--- config.mk ---
export PLATFORM = sky130hd
export DESIGN_NAME = c2p_stage
export DESIGN_NICKNAME = d
export VERILOG_FILES = /design/src/hw/rtl/c2p_pkg.sv /design/src/hw/rtl/c2p_stage.sv
export SDC_FILE = /design/constraint.sdc
export NUM_CORES = 1
export LEC_CHECK = 0
export BUFFER_PORTS_ARGS = -buffer_cell sky130_fd_sc_hd__buf_2
export CORE_MARGIN = 10
export CORE_UTILIZATION = 25
export DETAILED_ROUTE_END_ITERATION = 10
export REMOVE_ABC_BUFFERS = 1
export SETUP_SLACK_MARGIN = 0.3
export SYNTH_ARGS = -nofsm -noshare
export SYNTH_HDL_FRONTEND = slang
export SYNTH_SLANG_ARGS = --single-unit
--- constraint.sdc ---
create_clock -name i_clk -period 3.6 [get_ports i_clk]
set_input_delay 0.36 -clock i_clk [delete_from_list [all_inputs] [get_ports i_clk]]
set_output_delay 0.36 -clock i_clk [all_outputs]
set_load 0.02 [all_outputs]
--- src/hw/rtl/c2p_pkg.sv ---
package c2p_pkg;

    localparam int COORD_WIDTH_DEF   = 24;
    localparam int ANGLE_WIDTH_DEF   = 16;
    localparam int CORDIC_STAGES_DEF = 16;
    localparam int GUARD_BITS        = 16;
    localparam int MAX_STAGES        = 24;
    localparam int Z_WIDTH           = 32;

    localparam logic [Z_WIDTH-1:0] ATAN_TURNS [MAX_STAGES] = '{
        32'd536870912, 32'd316933406, 32'd167458907, 32'd85004756,
        32'd42667331,  32'd21354465,  32'd10679838,  32'd5340245,
        32'd2670163,   32'd1335087,   32'd667544,    32'd333772,
        32'd166886,    32'd83443,     32'd41722,     32'd20861,
        32'd10430,     32'd5215,      32'd2608,      32'd1304,
        32'd652,       32'd326,       32'd163,       32'd81
    };

    typedef enum logic [0:0] {
        CFG_ORIGIN_X = 1'b0,
        CFG_ORIGIN_Y = 1'b1
    } t_cfg_idx;

    typedef struct packed {
        logic valid;
        logic at_origin;
    } t_ctrl;

    // floor(sqrt(cordic gain squared)) in q30, evaluated at elaboration
    function automatic logic [63:0] gain_sqrt(input int stages);
        logic [63:0] p;
        logic [63:0] v;
        logic [63:0] r;
        logic [63:0] b;
        p = 64'd1 << 61;
        for (int i = 1; i < stages; i++) begin
            p = p + (p >> (2 * i));
        end
        v = p;
        r = 64'd0;
        b = 64'd1 << 62;
        while (b > v) begin
            b = b >> 2;
        end
        while (b != 64'd0) begin
            if (v >= r + b) begin
                v = v - (r + b);
                r = (r >> 1) + b;
            end else begin
                r = r >> 1;
            end
            b = b >> 2;
        end
        if (r == 64'd0) begin
            r = 64'd1;
        end
        return r;
    endfunction

endpackage

--- src/hw/rtl/c2p_stage.sv ---
module c2p_stage #(
    parameter int XW    = 44,
    parameter int STAGE = 0
) (
    input  logic                    i_clk,
    input  logic                    i_rst_n,
    input  logic                    i_en,
    input  logic signed [XW-1:0]    i_x,
    input  logic signed [XW-1:0]    i_y,
    input  logic [31:0]             i_z,
    input  c2p_pkg::t_ctrl          i_ctrl,
    output logic signed [XW-1:0]    o_x,
    output logic signed [XW-1:0]    o_y,
    output logic [31:0]             o_z,
    output c2p_pkg::t_ctrl          o_ctrl
);
    import c2p_pkg::*;

    logic signed [XW-1:0] w_xs;
    logic signed [XW-1:0] w_ys;
    logic signed [XW-1:0] n_x;
    logic signed [XW-1:0] n_y;
    logic [Z_WIDTH-1:0]   n_z;
    logic signed [XW-1:0] r_x;
    logic signed [XW-1:0] r_y;
    logic [Z_WIDTH-1:0]   r_z;
    t_ctrl                r_ctrl;

    assign w_xs = i_x >>> STAGE;
    assign w_ys = i_y >>> STAGE;

    always_comb begin
        if (!i_y[XW-1]) begin
            n_x = i_x + w_ys;
            n_y = i_y - w_xs;
            n_z = i_z + ATAN_TURNS[STAGE];
        end else begin
            n_x = i_x - w_ys;
            n_y = i_y + w_xs;
            n_z = i_z - ATAN_TURNS[STAGE];
        end
    end

    always_ff @(posedge i_clk) begin
        if (!i_rst_n) begin
            r_ctrl <= '0;
        end else if (i_en) begin
            r_ctrl <= i_ctrl;
        end
    end

    always_ff @(posedge i_clk) begin
        if (i_en) begin
            r_x <= n_x;
            r_y <= n_y;
            r_z <= n_z;
        end
    end

    assign o_x    = r_x;
    assign o_y    = r_y;
    assign o_z    = r_z;
    assign o_ctrl = r_ctrl;

endmodule

==> run_results.csv <==
group,metric,value,unit
worst_setup_path,cp-startpoint,"i_x[9]",
synthesis,synth_cell_types,75,
power,peakVddDrop,0.373,mV
sta,timing.final.crit_share,87.9,%
worst_setup_path,cp_max_fo,4,
synthesis,synth_top_area_share,30.4,%
final_layout,area_growth,28.5,%
power,power.share.sequential,30.9,%
worst_setup_path,r2r_end,"o_ctrl[0]",
die,io_pins,247,
sta,final-setup-viol-count,0,
worst_setup_path,worst-r2r-setup-slack,2.96,ns
clock_tree,cts_resized,0,
worst_setup_path,end_kind,"flop",
die,dieArea,56100,um2
die,coreArea,46600,um2
synthesis,yosysTopAreaCell,"edfxtp_1",
sta,worst_clock_skew,0,ns
placement,dpl_cell_area,14500,um2
clock_tree,cts.sinks,121,
route,wl_per_cell,20.8,um
clock_tree,clk_root_buffer_cell,"clkbuf_16",
global_route,grt_max_degree,111,
power,switching_share,37.4,%
sta,drv_slew,0,
sta,slew_headroom,41.4,%
route,dr.pass1.iters,5,
synthesis,synth.cell_area,11800,um2
power,internal-power,3.84,mW
synthesis,synth-seq-cells,121,
global_route,grt_pass1_vias,12200,
clock_tree,clock_latency,0.46,ns
route,routed_wl,48800,um
final_layout,final_nets,1982,
final_layout,final_area,15100,um2
sta,rsz0062_at_grt,"yes",
placement,gp_congestion,0.960,
global_route,grt_overflow,0,
worst_setup_path,startpoint_type,"input port",
global_route,grt_pass1_wl,73400,um
clock_tree,postCtsSetupBuffers,0,
power,p_leak,6.66,nW
run,max_cap_viol_count,0,
synthesis,ys_warn_count,0,
synthesis,synth-edff-count,119,
placement,hpwlAfterDp,40300,um
clock_tree,hold_buffers,0,
hold_path,hold_depth,1,
route,detail-route-antenna-nets,0,
worst_setup_path,reg2reg_depth,2,
final_layout,multi_input_area,7360,um2
synthesis,postSynthAreaPerCell,8.42,um2
synthesis,synth_flop_cell,"edfxtp_1",
synthesis,synth.area.top_cells,"edfxtp_1 (30%), ha_1 (14%), a21oi_1 (7.5%)",
sta,period_minus_slack,3.16,ns
die,die_h,237,um
route,drcViolationCount,0,
hold_path,whs_endpoint,"o_z[21]",
clock_tree,clk_path_buf_depth,2,
worst_setup_path,arrival,3.38,ns
clock_tree,htreeDepth,4,
die,start_util,25.3,%
worst_setup_path,r2r_start,"o_ctrl[0]",
hold_path,hp-start,"i_z[21]",
synthesis,syn_inst,1397,
placement,io_buffers,246,
hold_path,hp-class,"in -> reg",
clock_tree,clk_pin_slew,0.07,ns
power,p_per_area,406,nW/um2
status,status,"finished clean",
global_route,antenna_found_initial,7,
sta,fmax,316,MHz
synthesis,async_reset_ff_share,0,%
clock_tree,cts-buffers-inserted,17,
sta,hold_viol,0,
synthesis,yosysSeqAreaShare,30.7,%
route,vias,12000,
power,clockPowerShare,30.6,%
final_layout,final-seq-area,3610,um2
worst_setup_path,cp.required,3.81,ns
final_layout,drive_gt1_share,24.5,%
sta,tightest_slew,0.870,ns
clock_tree,cts_tree,"built",
power,pwr-share-comb,38.5,%
die,rows,79,
global_route,track_usage,16.8,%
route,drtIter0Drc,888,
placement,dp_slack,-0.0537,ns
power,switching_power,2.30,mW
sta,worst_slack,0.435,ns
final_layout,nFillCells,4884,
route,vias_per_cell,5.11,
die,die_w,237,um
worst_setup_path,critPathKind,"in -> reg",
==> metal layers <==
layer / track usage [%] / part of all wire (%) / vias up
met5: 0 / 0.014 / -
li1: - / - / 5710
met1: 21.0 / 43 / 5782
met3: 3.52 / 6.8 / 73
met2: 27.4 / 47 / 434
met4: 7.26 / 3.2 / 2
==> power by group through the flow <==
stage          Clock [mW]  Combinational (mW)  Sequential, mW
2_1_floorplan           0                1.06            2.18
3_3_place_gp            0                2.33            1.92
3_5_place_dp            0                2.34            1.92
4_1_cts              1.93                2.36            1.90
5_1_grt              1.99                2.56            1.91
6_report             1.88                2.37            1.89
==> cell usage after synthesis (all sizes together) (7+ instances only) <==
cell and n:
ha 129, a211oi 13, o31ai 22, edfxtp 119, buf 19, a21oi 176
xor2 10, nor3 31, inv 137, o21a 14, o21bai 29, o21ai 96
nor2b 20, nand3 24, or3 12, nor2 114, a2111oi 8, mux2i 18
clkbuf 48, nand2 69, nand2b 10, o211ai 16, a31oi 16, and3 7
nor4 19, xnor2 76, a21o 29, nand4 27
==> worst max-delay path by stage <==
stage                          to  slack (ns)  depth (start not counted)
after detailed placement  o_y[42]       -0.05                         13
final                     o_y[36]        0.44                         13
after CTS                 o_y[42]        0.43                         13
after floorplan           o_x[42]        0.42                         11
after global routing      o_x[42]        0.29                         13
after global placement    o_y[36]       -0.01                         13
==> cell families after synthesis <==
family,count (synthesis),synth area share [%]
compound gates,467,24.9
simple gates,365,15.3
buf+inv,207,6.79
fa+ha+maj,133,14.4
flops,121,30.7
xor+xnor,86,6.40
mux,18,1.53
==> cells in the final DEF, fill, tap and decap left out, drive strengths merged, types with 9 or more instances in the layout <==
cell type,count
o21bai,29
edfxtp,119
clkinv,9
xor2,10
a211oi,13
nor2,114
o21a,14
a21o,29
inv,139
ha,129
nand2,69
buf,375
o31ai,22
mux2i,18
nand4,27
clkbuf,17
o211ai,16
xnor2,76
nor3,31
nor2b,20
or3,12
nand3,24
nand2b,10
a31oi,16
o21ai,96
a21oi,176
nor4,19
==> flip-flops by register name (all words and copies together) (netlist names) <==
name and flops:
o_x 44, o_z 32, o_ctrl 2, o_y 43
==> stage by stage <==
stage                     total power, mW  TNS, ns  utilization (%)  cells  hold WS, ns
final                                6.14        0             32.5   2350       0.0731
after global routing                 6.46        0             32.5   2348       0.0552
after CTS                            6.19        0             32.4   2344       0.0487
after detailed placement             4.27   -0.125             31.1   2312        0.501
after global placement               4.25  -0.0229             31.1   2312        0.493
after floorplan                      3.24        0                -   1330        0.459
==> worst max-delay path, cell delays in order <==
cell	delay, ns
buf_2	0.11
inv_1	0.04
ha_1	0.32
or3_1	0.45
or3_4	0.36
o31ai_4	0.37
o211a_1	0.21
o31ai_1	0.10
buf_4	0.15
a21oi_1	0.37
a21oi_1	0.19
o211ai_1	0.24
xnor2_1	0.09
==> area by class of cell <==
class                           instances  share of cell area [%]
Clock buffer                           17                    2.81
Sequential cell                       121                    23.9
Timing Repair Buffer                  375                    14.7
Antenna cell                            6                  0.0993
Clock inverter                         15                    1.32
Tap cell                              607                    5.03
Inverter                              140                    3.48
Multi-Input combinational cell       1069                    48.7
No activity file was read; power rests on OpenSTA's default activity.
